<file path="src/rtm_pkg.sv">
// ----------------------------------------------------------------------------
// rtm_pkg
// Shared types, constants and the reset texture pattern for the
// rotate-and-zoom texture mapper.
// ----------------------------------------------------------------------------
package rtm_pkg;

  // Texture geometry
  localparam int TEX_SIDE  = 16;
  localparam int TEX_LOG   = $clog2(TEX_SIDE);
  localparam int TEX_AW    = 2 * TEX_LOG;
  localparam int TEX_CELLS = TEX_SIDE * TEX_SIDE;

  // Fixed-point layout: coordinate bits taken after the shift by 20
  localparam int FRAC_SHIFT = 20;

  // Queue between front and back
  localparam int Q_DEPTH = 4;

  // Configuration register indexes
  localparam logic [2:0] REG_COS          = 3'd0;
  localparam logic [2:0] REG_SIN          = 3'd1;
  localparam logic [2:0] REG_FRAME_WIDTH  = 3'd2;
  localparam logic [2:0] REG_FRAME_HEIGHT = 3'd3;
  localparam logic [2:0] REG_COLOR_ZERO   = 3'd4;
  localparam logic [2:0] REG_COLOR_ONE    = 3'd5;
  localparam logic [2:0] REG_COLOR_TWO    = 3'd6;

  // Palette codes
  localparam logic [1:0] PAL_ZERO = 2'd0;
  localparam logic [1:0] PAL_ONE  = 2'd1;
  localparam logic [1:0] PAL_TWO  = 2'd2;

  // Item kinds
  typedef enum logic {
    FUNC_MAP   = 1'b0,
    FUNC_WRITE = 1'b1
  } rtm_func_t;

  // Classified item as it travels through the queue
  typedef struct packed {
    rtm_func_t          func;
    logic signed [10:0] dx;
    logic signed [10:0] dy;
    logic [TEX_AW-1:0]  addr;
    logic [1:0]         value;
  } rtm_item_t;

  // Configuration seen by the back end
  typedef struct packed {
    logic signed [11:0] cos_q10;
    logic signed [11:0] sin_q10;
    logic [23:0]        color_zero;
    logic [23:0]        color_one;
    logic [23:0]        color_two;
  } rtm_cfg_t;

  // Reset logo, one row per word, column c in bits [2c+1:2c]
  localparam logic [31:0] LOGO_ROWS [16] = '{
    32'h0000_0000, 32'h0000_0000, 32'h0255_1550, 32'h0200_1000,
    32'h0255_1550, 32'h0001_1000, 32'h0155_1550, 32'h0000_0000,
    32'h0048_4010, 32'h0140_4550, 32'h0044_4420, 32'h0044_4420,
    32'h0144_4560, 32'h0000_0000, 32'h0000_0000, 32'h0000_0000
  };

  // Reset value of one texel
  function automatic logic [1:0] rtm_logo(input logic [TEX_AW-1:0] addr);
    logic [31:0] row;
    row = LOGO_ROWS[addr[TEX_AW-1:TEX_LOG]];
    return row[{addr[TEX_LOG-1:0], 1'b0} +: 2];
  endfunction

endpackage

</file>
<file path="src/rotozoom_texture_mapper_core.sv">
// ----------------------------------------------------------------------------
// rotozoom_texture_mapper_core
// Rotate-and-zoom texture mapper with configuration registers.
// ----------------------------------------------------------------------------
// The block takes one item per clock and delivers one result per clock for
// pixel items as long as out_tready stays high; texel-write items give no
// result. From acceptance to out_tvalid a pixel passes the four-entry
// input queue, then the product stage, the zoom stage and the texture
// read (registered RAM port), and its palette entry loads the output
// register. The back pipeline stalls as a whole while a result waits;
// the queue keeps taking items until it holds four. A texel write is
// visible to the item right behind it.
// Texture reset is immediate (per-texel written flags fall back to the logo),
// so no clearing pass follows reset. Registers sit at byte address 4*i:
// cos_q10, sin_q10, frame_width, frame_height, color_zero, color_one,
// color_two; write them only while the block is idle.
// ----------------------------------------------------------------------------
module rotozoom_texture_mapper_core
  import rtm_pkg::*;
(
  input  logic        clk,
  input  logic        rst_n,
  // Input stream
  input  logic        in_tvalid,
  output logic        in_tready,
  input  logic [31:0] in_tdata,    // pixel_x[9:0], pixel_y[19:10],
                                   // texel_address[27:20], texel_value[29:28]
  input  logic        in_tuser,    // func
  // Result stream
  output logic        out_tvalid,
  input  logic        out_tready,
  output logic [31:0] out_tdata,   // pixel_color[23:0], palette_index[25:24]
  // Configuration port
  input  logic        cfg_psel,
  input  logic        cfg_penable,
  input  logic        cfg_pwrite,
  input  logic [4:0]  cfg_paddr,
  input  logic [31:0] cfg_pwdata,
  output logic [31:0] cfg_prdata,
  output logic        cfg_pready
);

  logic signed [11:0] cos_r, sin_r;
  logic [10:0]        width_r, height_r;
  logic [23:0]        col0_r, col1_r, col2_r;
  logic               cfg_wr;
  logic [2:0]         cfg_idx;
  rtm_cfg_t           cfg;

  rtm_item_t          front_item;
  rtm_item_t          q_head;
  logic               q_not_full, q_not_empty, q_pop, push;

  // Register writes
  assign cfg_pready = 1'b1;
  assign cfg_wr     = cfg_psel && cfg_penable && cfg_pwrite;
  assign cfg_idx    = cfg_paddr[4:2];

  always_ff @(posedge clk) begin
    if (!rst_n) begin
      cos_r    <= 12'sd1024;
      sin_r    <= 12'sd0;
      width_r  <= 11'd320;
      height_r <= 11'd240;
      col0_r   <= 24'h000000;
      col1_r   <= 24'hFFFFFF;
      col2_r   <= 24'h00FF00;
    end else if (cfg_wr) begin
      unique case (cfg_idx)
        REG_COS:          cos_r    <= cfg_pwdata[11:0];
        REG_SIN:          sin_r    <= cfg_pwdata[11:0];
        REG_FRAME_WIDTH:  width_r  <= cfg_pwdata[10:0];
        REG_FRAME_HEIGHT: height_r <= cfg_pwdata[10:0];
        REG_COLOR_ZERO:   col0_r   <= cfg_pwdata[23:0];
        REG_COLOR_ONE:    col1_r   <= cfg_pwdata[23:0];
        REG_COLOR_TWO:    col2_r   <= cfg_pwdata[23:0];
        default: ;
      endcase
    end
  end

  // Register reads
  always_comb begin
    unique case (cfg_idx)
      REG_COS:          cfg_prdata = {20'b0, cos_r};
      REG_SIN:          cfg_prdata = {20'b0, sin_r};
      REG_FRAME_WIDTH:  cfg_prdata = {21'b0, width_r};
      REG_FRAME_HEIGHT: cfg_prdata = {21'b0, height_r};
      REG_COLOR_ZERO:   cfg_prdata = {8'b0, col0_r};
      REG_COLOR_ONE:    cfg_prdata = {8'b0, col1_r};
      REG_COLOR_TWO:    cfg_prdata = {8'b0, col2_r};
      default:          cfg_prdata = '0;
    endcase
  end

  always_comb begin
    cfg.cos_q10    = cos_r;
    cfg.sin_q10    = sin_r;
    cfg.color_zero = col0_r;
    cfg.color_one  = col1_r;
    cfg.color_two  = col2_r;
  end

  // Front: classify and centre
  rtm_front u_front (
    .in_tdata     (in_tdata),
    .in_tuser     (in_tuser),
    .frame_width  (width_r),
    .frame_height (height_r),
    .item         (front_item)
  );

  assign in_tready = q_not_full;
  assign push      = in_tvalid && q_not_full;

  // Queue between front and back
  rtm_queue u_queue (
    .clk       (clk),
    .rst_n     (rst_n),
    .push      (push),
    .push_item (front_item),
    .not_full  (q_not_full),
    .pop       (q_pop),
    .not_empty (q_not_empty),
    .head      (q_head)
  );

  // Back: map and look up
  rtm_back u_back (
    .clk        (clk),
    .rst_n      (rst_n),
    .cfg        (cfg),
    .q_vld      (q_not_empty),
    .q_item     (q_head),
    .q_pop      (q_pop),
    .out_tvalid (out_tvalid),
    .out_tready (out_tready),
    .out_tdata  (out_tdata)
  );

endmodule

</file>
<file path="src/rtm_ram.sv">
// ----------------------------------------------------------------------------
// rtm_ram
// Generic single-port-write, single-port-read RAM with registered read data.
// ----------------------------------------------------------------------------
module rtm_ram #(
  parameter int WIDTH = 2,
  parameter int DEPTH = 256
) (
  input  logic                     clk,
  input  logic                     we,
  input  logic [$clog2(DEPTH)-1:0] waddr,
  input  logic [WIDTH-1:0]         wdata,
  input  logic                     re,
  input  logic [$clog2(DEPTH)-1:0] raddr,
  output logic [WIDTH-1:0]         rdata
);

  logic [WIDTH-1:0] mem [DEPTH];
  logic [WIDTH-1:0] rdata_r;

  // Write port
  always_ff @(posedge clk) begin
    if (we) begin
      mem[waddr] <= wdata;
    end
  end

  // Registered read port, hold when not enabled
  always_ff @(posedge clk) begin
    if (re) begin
      rdata_r <= mem[raddr];
    end
  end

  assign rdata = rdata_r;

endmodule

</file>
<file path="src/rtm_front.sv">
// ----------------------------------------------------------------------------
// rtm_front
// Input side: unpack an item, classify it and centre the pixel position on
// half the frame size.
// ----------------------------------------------------------------------------
module rtm_front
  import rtm_pkg::*;
(
  input  logic [31:0] in_tdata,     // pixel_x, pixel_y, texel_address, texel_value
  input  logic        in_tuser,     // func
  input  logic [10:0] frame_width,
  input  logic [10:0] frame_height,
  output rtm_item_t   item
);

  logic [9:0]         pixel_x;
  logic [9:0]         pixel_y;
  logic [9:0]         half_w;
  logic [9:0]         half_h;

  // Unpack fields
  assign pixel_x = in_tdata[9:0];
  assign pixel_y = in_tdata[19:10];
  assign half_w  = frame_width[10:1];
  assign half_h  = frame_height[10:1];

  // Classify and centre
  always_comb begin
    item.func  = rtm_func_t'(in_tuser);
    item.dx    = $signed({1'b0, pixel_x}) - $signed({1'b0, half_w});
    item.dy    = $signed({1'b0, pixel_y}) - $signed({1'b0, half_h});
    item.addr  = in_tdata[27:20];
    item.value = in_tdata[29:28];
  end

endmodule

</file>
<file path="src/rtm_queue.sv">
// ----------------------------------------------------------------------------
// rtm_queue
// Short FIFO of classified items between the front and the back end.
// ----------------------------------------------------------------------------
module rtm_queue
  import rtm_pkg::*;
(
  input  logic      clk,
  input  logic      rst_n,
  input  logic      push,
  input  rtm_item_t push_item,
  output logic      not_full,
  input  logic      pop,
  output logic      not_empty,
  output rtm_item_t head
);

  localparam int PW = $clog2(Q_DEPTH);
  localparam logic [PW:0] FULL_CNT = (PW+1)'(Q_DEPTH);

  rtm_item_t     slot_r [Q_DEPTH];
  logic [PW-1:0] wr_ptr_r, wr_ptr_nxt;
  logic [PW-1:0] rd_ptr_r, rd_ptr_nxt;
  logic [PW:0]   count_r, count_nxt;

  assign not_full  = (count_r != FULL_CNT);
  assign not_empty = (count_r != '0);
  assign head      = slot_r[rd_ptr_r];

  // Advance pointers and count
  always_comb begin
    wr_ptr_nxt = push ? wr_ptr_r + 1'b1 : wr_ptr_r;
    rd_ptr_nxt = pop  ? rd_ptr_r + 1'b1 : rd_ptr_r;
    count_nxt  = count_r;
    if (push && !pop) begin
      count_nxt = count_r + 1'b1;
    end else if (pop && !push) begin
      count_nxt = count_r - 1'b1;
    end
  end

  always_ff @(posedge clk) begin
    if (!rst_n) begin
      wr_ptr_r <= '0;
      rd_ptr_r <= '0;
      count_r  <= '0;
    end else begin
      wr_ptr_r <= wr_ptr_nxt;
      rd_ptr_r <= rd_ptr_nxt;
      count_r  <= count_nxt;
    end
  end

  // Store the pushed item
  always_ff @(posedge clk) begin
    if (push) begin
      slot_r[wr_ptr_r] <= push_item;
    end
  end

  a_no_overflow: assert property (@(posedge clk) disable iff (!rst_n)
    push && !pop |-> count_r != FULL_CNT)
    else $error("queue pushed while full");

  a_no_underflow: assert property (@(posedge clk) disable iff (!rst_n)
    pop |-> count_r != '0)
    else $error("queue popped while empty");

  a_count_step: assert property (@(posedge clk) disable iff (!rst_n)
    push && !pop |=> count_r == $past(count_r) + 1'b1)
    else $error("queue count did not track a push");

endmodule

</file>
<file path="src/rtm_back.sv">
// ----------------------------------------------------------------------------
// rtm_back
// Back end: rotate and zoom, texture access and palette lookup in a
// stall-together pipeline that ends in the output register.
// ----------------------------------------------------------------------------
module rtm_back
  import rtm_pkg::*;
(
  input  logic        clk,
  input  logic        rst_n,
  input  rtm_cfg_t    cfg,
  input  logic        q_vld,
  input  rtm_item_t   q_item,
  output logic        q_pop,
  output logic        out_tvalid,
  input  logic        out_tready,
  output logic [31:0] out_tdata     // pixel_color, palette_index
);

  logic adv;

  // Stage 1: four rotation products
  logic               v1_r;
  rtm_func_t          func1_r;
  logic [TEX_AW-1:0]  addr1_r;
  logic [1:0]         val1_r;
  logic signed [22:0] m_xc_r, m_ys_r, m_xs_r, m_yc_r;

  // Stage 2: texture coordinates
  logic               v2_r;
  rtm_func_t          func2_r;
  logic [TEX_AW-1:0]  addr2_r;
  logic [1:0]         val2_r;
  logic [TEX_LOG-1:0] u2_r, tv2_r;
  logic signed [23:0] rot_u, rot_v;
  logic signed [35:0] zoom_u, zoom_v;

  // Stage 3: texture read
  logic               v3_r;
  logic               hit3_r;
  logic [1:0]         logo3_r;
  logic [1:0]         ram_q;
  logic               tex_vld_r [TEX_CELLS];
  logic               wr_en, rd_en;
  logic [TEX_AW-1:0]  rd_addr;

  // Output register
  logic               out_vld_r;
  logic [1:0]         pal;
  logic [23:0]        color;
  logic [23:0]        color_r;
  logic [1:0]         pal_r;

  // Whole pipeline moves when the output slot is free or being taken
  assign adv   = !out_vld_r || out_tready;
  assign q_pop = adv && q_vld;

  // Stage 1
  always_ff @(posedge clk) begin
    if (!rst_n) begin
      v1_r <= 1'b0;
    end else if (adv) begin
      v1_r <= q_vld;
    end
  end

  always_ff @(posedge clk) begin
    if (adv) begin
      func1_r <= q_item.func;
      addr1_r <= q_item.addr;
      val1_r  <= q_item.value;
      m_xc_r  <= q_item.dx * cfg.cos_q10;
      m_ys_r  <= q_item.dy * cfg.sin_q10;
      m_xs_r  <= q_item.dx * cfg.sin_q10;
      m_yc_r  <= q_item.dy * cfg.cos_q10;
    end
  end

  // Stage 2: combine, zoom, keep the coordinate bits above the fraction
  assign rot_u  = 24'(m_xc_r) - 24'(m_ys_r);
  assign rot_v  = 24'(m_xs_r) + 24'(m_yc_r);
  assign zoom_u = rot_u * cfg.sin_q10;
  assign zoom_v = rot_v * cfg.sin_q10;

  always_ff @(posedge clk) begin
    if (!rst_n) begin
      v2_r <= 1'b0;
    end else if (adv) begin
      v2_r <= v1_r;
    end
  end

  always_ff @(posedge clk) begin
    if (adv) begin
      func2_r <= func1_r;
      addr2_r <= addr1_r;
      val2_r  <= val1_r;
      u2_r    <= zoom_u[FRAC_SHIFT +: TEX_LOG];
      tv2_r   <= zoom_v[FRAC_SHIFT +: TEX_LOG];
    end
  end

  // Stage 3: write a texel or read the flipped row
  assign wr_en   = adv && v2_r && (func2_r == FUNC_WRITE);
  assign rd_en   = adv && v2_r && (func2_r == FUNC_MAP);
  assign rd_addr = {~u2_r, tv2_r};

  rtm_ram #(
    .WIDTH (2),
    .DEPTH (TEX_CELLS)
  ) u_texture (
    .clk   (clk),
    .we    (wr_en),
    .waddr (addr2_r),
    .wdata (val2_r),
    .re    (rd_en),
    .raddr (rd_addr),
    .rdata (ram_q)
  );

  // Mark written texels; unwritten ones read as the logo
  always_ff @(posedge clk) begin
    if (!rst_n) begin
      for (int i = 0; i < TEX_CELLS; i++) begin
        tex_vld_r[i] <= 1'b0;
      end
    end else if (wr_en) begin
      tex_vld_r[addr2_r] <= 1'b1;
    end
  end

  always_ff @(posedge clk) begin
    if (!rst_n) begin
      v3_r <= 1'b0;
    end else if (adv) begin
      v3_r <= v2_r && (func2_r == FUNC_MAP);
    end
  end

  always_ff @(posedge clk) begin
    if (rd_en) begin
      hit3_r  <= tex_vld_r[rd_addr];
      logo3_r <= rtm_logo(rd_addr);
    end
  end

  // Palette lookup
  always_comb begin
    pal = hit3_r ? ram_q : logo3_r;
    unique case (pal)
      PAL_ZERO: color = cfg.color_zero;
      PAL_ONE:  color = cfg.color_one;
      PAL_TWO:  color = cfg.color_two;
      default:  color = '0;
    endcase
  end

  // Output register
  always_ff @(posedge clk) begin
    if (!rst_n) begin
      out_vld_r <= 1'b0;
    end else if (adv) begin
      out_vld_r <= v3_r;
    end
  end

  always_ff @(posedge clk) begin
    if (adv) begin
      color_r <= color;
      pal_r   <= pal;
    end
  end

  assign out_tvalid = out_vld_r;
  assign out_tdata  = {6'b0, pal_r, color_r};

  a_write_no_result: assert property (@(posedge clk) disable iff (!rst_n)
    wr_en |=> !v3_r)
    else $error("texel write produced a result");

  a_write_marks: assert property (@(posedge clk) disable iff (!rst_n)
    wr_en |=> tex_vld_r[$past(addr2_r)])
    else $error("written texel not marked");

  a_map_reaches_out: assert property (@(posedge clk) disable iff (!rst_n)
    adv && v3_r |=> out_vld_r)
    else $error("mapped pixel lost before output");

endmodule
</file>
<file path="config.mk">
export PLATFORM = sky130hd
export DESIGN_NAME = rotozoom_texture_mapper_core
export DESIGN_NICKNAME = d
export VERILOG_FILES = /design/src/rtm_pkg.sv /design/src/rotozoom_texture_mapper_core.sv /design/src/rtm_ram.sv /design/src/rtm_front.sv /design/src/rtm_queue.sv /design/src/rtm_back.sv
export SDC_FILE = /design/constraint.sdc
export NUM_CORES = 2
export LEC_CHECK = 0
export BUFFER_PORTS_ARGS = -buffer_cell sky130_fd_sc_hd__clkbuf_2
export CORE_MARGIN = 10
export CORE_UTILIZATION = 55
export CTS_CLUSTER_SIZE = 12
export DETAILED_ROUTE_END_ITERATION = 10
export PLACE_DENSITY = 0.84
export SETUP_SLACK_MARGIN = 0.05
export SKIP_CTS_REPAIR_TIMING = 1
export SYNTH_ARGS = -nofsm -noshare
export SYNTH_HDL_FRONTEND = slang
export SYNTH_SLANG_ARGS = --single-unit
export TNS_END_PERCENT = 30
</file>
<file path="constraint.sdc">
create_clock -name clk -period 7.45 [get_ports clk]
set_input_delay 1.49 -clock clk [delete_from_list [all_inputs] [get_ports clk]]
set_output_delay 1.49 -clock clk [all_outputs]
set_load 0.05 [all_outputs]
</file>
==> metrics.txt <==
number of synthesized flops with an enable pin=797; most frequent CP cell=fa_1; # port buffers=116; DRC=0; vias in the first global route=56409; CTS tree=built; Core ar.=146000 µm²; Worst Setup Start Kind=register; Die H=404 µm; FMAX=135 MHz; 1st-pass router iterations=6; HP Class=register to register; post-layout net count=8330; total global routing track utilization=23.9%; crit share post-route=99.7%; Min Hold Slack=419 ps; P&R area growth vs syn=9.43%; Synth Flop Type=edfxtp_1; syn avg cell area=11.7 µm²; Max-Cap Viols=0; maximum vdd drop=312 µV; Seq. cell area=31700 µm²; post-synthesis register bit count=1184; max_slew headroom=15.8%; Clock transition at path regs=60 ps; final hold vios=0; post-DP HPWL=135000 µm; CP endpoint kind=register; Worst EP arrival=7920 ps; Post-DRT Antenna Nets=0; Distinct cells, synth=78; Setup Skew=75.9 ps; drt total wl=203000 µm; Synth area leader=edfxtp_1; RSZ-0062 raised after global routing=yes; Leak=35.6 nW; IO Pins=144; # rows=140; Num CTS Buffers=114; worst-margin pin slew=1260 ps; vias=53943; WP buf/inv=5; die width=404 µm; Post-Syn Area=81100 µm²; Initial DRC Count=5713; Initial Util=55.5%; register area share after synthesis=39.0%; root buffer cell=clkbuf_16; post-layout min period=7430 ps; slowest library cell on the worst path=fa_1; clk sinks=1184; routed len/inst=22.4 µm; Worst Path Required=7940 ps; pwr/cell area=279 nW/µm²; Critical Path Fanout Max=3; vias per cell=5.94; worst setup path class=register to register; ys async rst share=0%; largest cells by area after synthesis=edfxtp_1 (29%), fa_1 (20%), dfxtp_1 (9.5%), mux4_2 (8.1%), ha_1 (5.8%); DP Area=84500 µm²; routability cong.=0.871; Syn. warnings=0; H-tree lvl count=3; initial antenna violation count=13; pin count of the biggest net entering global routing=257; share of the synthesized area in the top cell type=29.5%; share of cells above drive strength 1=12.4%; area of the multi-input gates=44800 µm²; CTS max path bufs=3; status=complete, no violations; Slew Limit Fails=0; post-synthesis instance total=6943; Top delay family on crit path=adder cells; CP peak stage delay=510 ps; Clock Latency Late Sink=750 ps; Final Cell Area=88800 µm²; Setup violations, final=0; fill count=10578; gr ovfl total=0; first-pass GRT wire length=310000 µm; die area=163000 µm²
## synthesized netlist by cell type (45+ instances only)
cell type / instances
inv_1: 1007
fa_1: 825
edfxtp_1: 797
nand2_1: 740
and2_1: 442
nor2_1: 409
dfxtp_1: 387
ha_1: 377
clkbuf_1: 328
mux4_2: 291
o21a_1: 281
xnor2_1: 140
a21oi_1: 108
o21ai_0: 90
a21boi_0: 86
nand2b_1: 75
mux2i_1: 74
nor2b_1: 65
nand3_1: 61
a21o_1: 45
## path summary, 6_finish.rpt
path / startpoint / to / slack, ps / cells past startpoint
setup / recovery: u_back.m_xc_r[0]$_DFFE_PN_ / u_back.u2_r[3]$_DFFE_PN_ / 20 / 35
hold / removal: u_back.val1_r[1]$_DFFE_PN_ / u_back.val2_r[1]$_DFFE_PN_ / 420 / 0
setup reg to reg: u_back.m_xc_r[0]$_DFFE_PN_ / u_back.u2_r[3]$_DFFE_PN_ / 20 / 35
hold reg to reg: u_back.val1_r[1]$_DFFE_PN_ / u_back.val2_r[1]$_DFFE_PN_ / 420 / 0
## metrics by stage
step	setup WS (ps)	instances	TNS, ps	util, %	power, W
floorplan	49.8	6956	0	-	0.0150
global placement	-320	8823	-580	57.9	0.0182
detailed placement	-451	8823	-875	57.9	0.0186
CTS	-482	9036	-951	60.3	0.0241
global route	-248	9068	-460	60.8	0.0260
finish	18.7	9075	0	60.8	0.0248
## flip-flops by register name, summed over array words and instances (netlist names), 24 cells and up, named ones only
signal                flops
u_back.tex_vld_r        256
u_back.u_texture.mem    512
col1_r                   24
col2_r                   24
u_queue.slot_r          132
col0_r                   24
u_back.color_r           24
## power breakdown
part	internal, W	total [W]	switching (W)
combinational	0.00408	0.0109	0.00686
clock	0.00303	0.00550	0.00247
sequential	0.00806	0.00836	0.000299
## logic make-up (layout without fill, tap and decap cells)
| kind of cell | after synthesis | in the layout | synth area share [%] |
|---|---|---|---|
| XOR/XNOR | 188 | 188 | 2.12 |
| AO/OA/AOI/OAI | 721 | 721 | 6.18 |
| other | 2 | 25 | 0.00926 |
| flip-flops | 1184 | 1184 | 39.0 |
| AND/OR/NAND/NOR | 1884 | 1884 | 10.9 |
| buffers and inverters | 1390 | 1575 | 6.50 |
| multiplexers | 372 | 379 | 9.09 |
| adder cells (fa/ha/maj) | 1202 | 1202 | 26.2 |
## cells in the final DEF, fill, tap and decap left out, types with 8 or more instances in the layout
cell and n:
a21boi_0 85, ha_1 372, a21oi_1 100, nand3_1 55, nor2_1 407, inv_1 1003
dfxtp_2 11, o211ai_1 11, o21a_1 281, fa_1 822, or3_1 14, xnor2_1 132
and2_1 439, nand2_1 739, xor2_1 41, edfxtp_1 797, clkbuf_2 115, a21o_1 45
clkbuf_16 116, dfxtp_1 375, and3_1 8, buf_4 220, nor3_1 32, buf_12 16
nor2b_1 64, conb_1 15, a21oi_2 8, nand2b_1 75, o21ai_0 83, clkbuf_1 73
diode_2 10, mux4_2 291, mux2i_1 73, o21bai_1 9
## routing by layer
layer  up-vias  GRT usage, %  wire length, µm
met4        12          9.89             8960
met5         -             0              173
met1     27210          30.7            73400
met3       611          4.70            23000
li1      23076             -                -
met2      3034          39.8            97500
## cell type report
type	count	area share (%)
tap	1917	2.70
multi-input combinational	4389	50.4
antenna	10	0.0282
timing repair buffer	354	2.93
clock inverter	18	0.304
inverter	1008	4.27
sequential	1184	35.7
clock buffer	195	3.65
No activity file was read; power rests on OpenSTA's default activity.
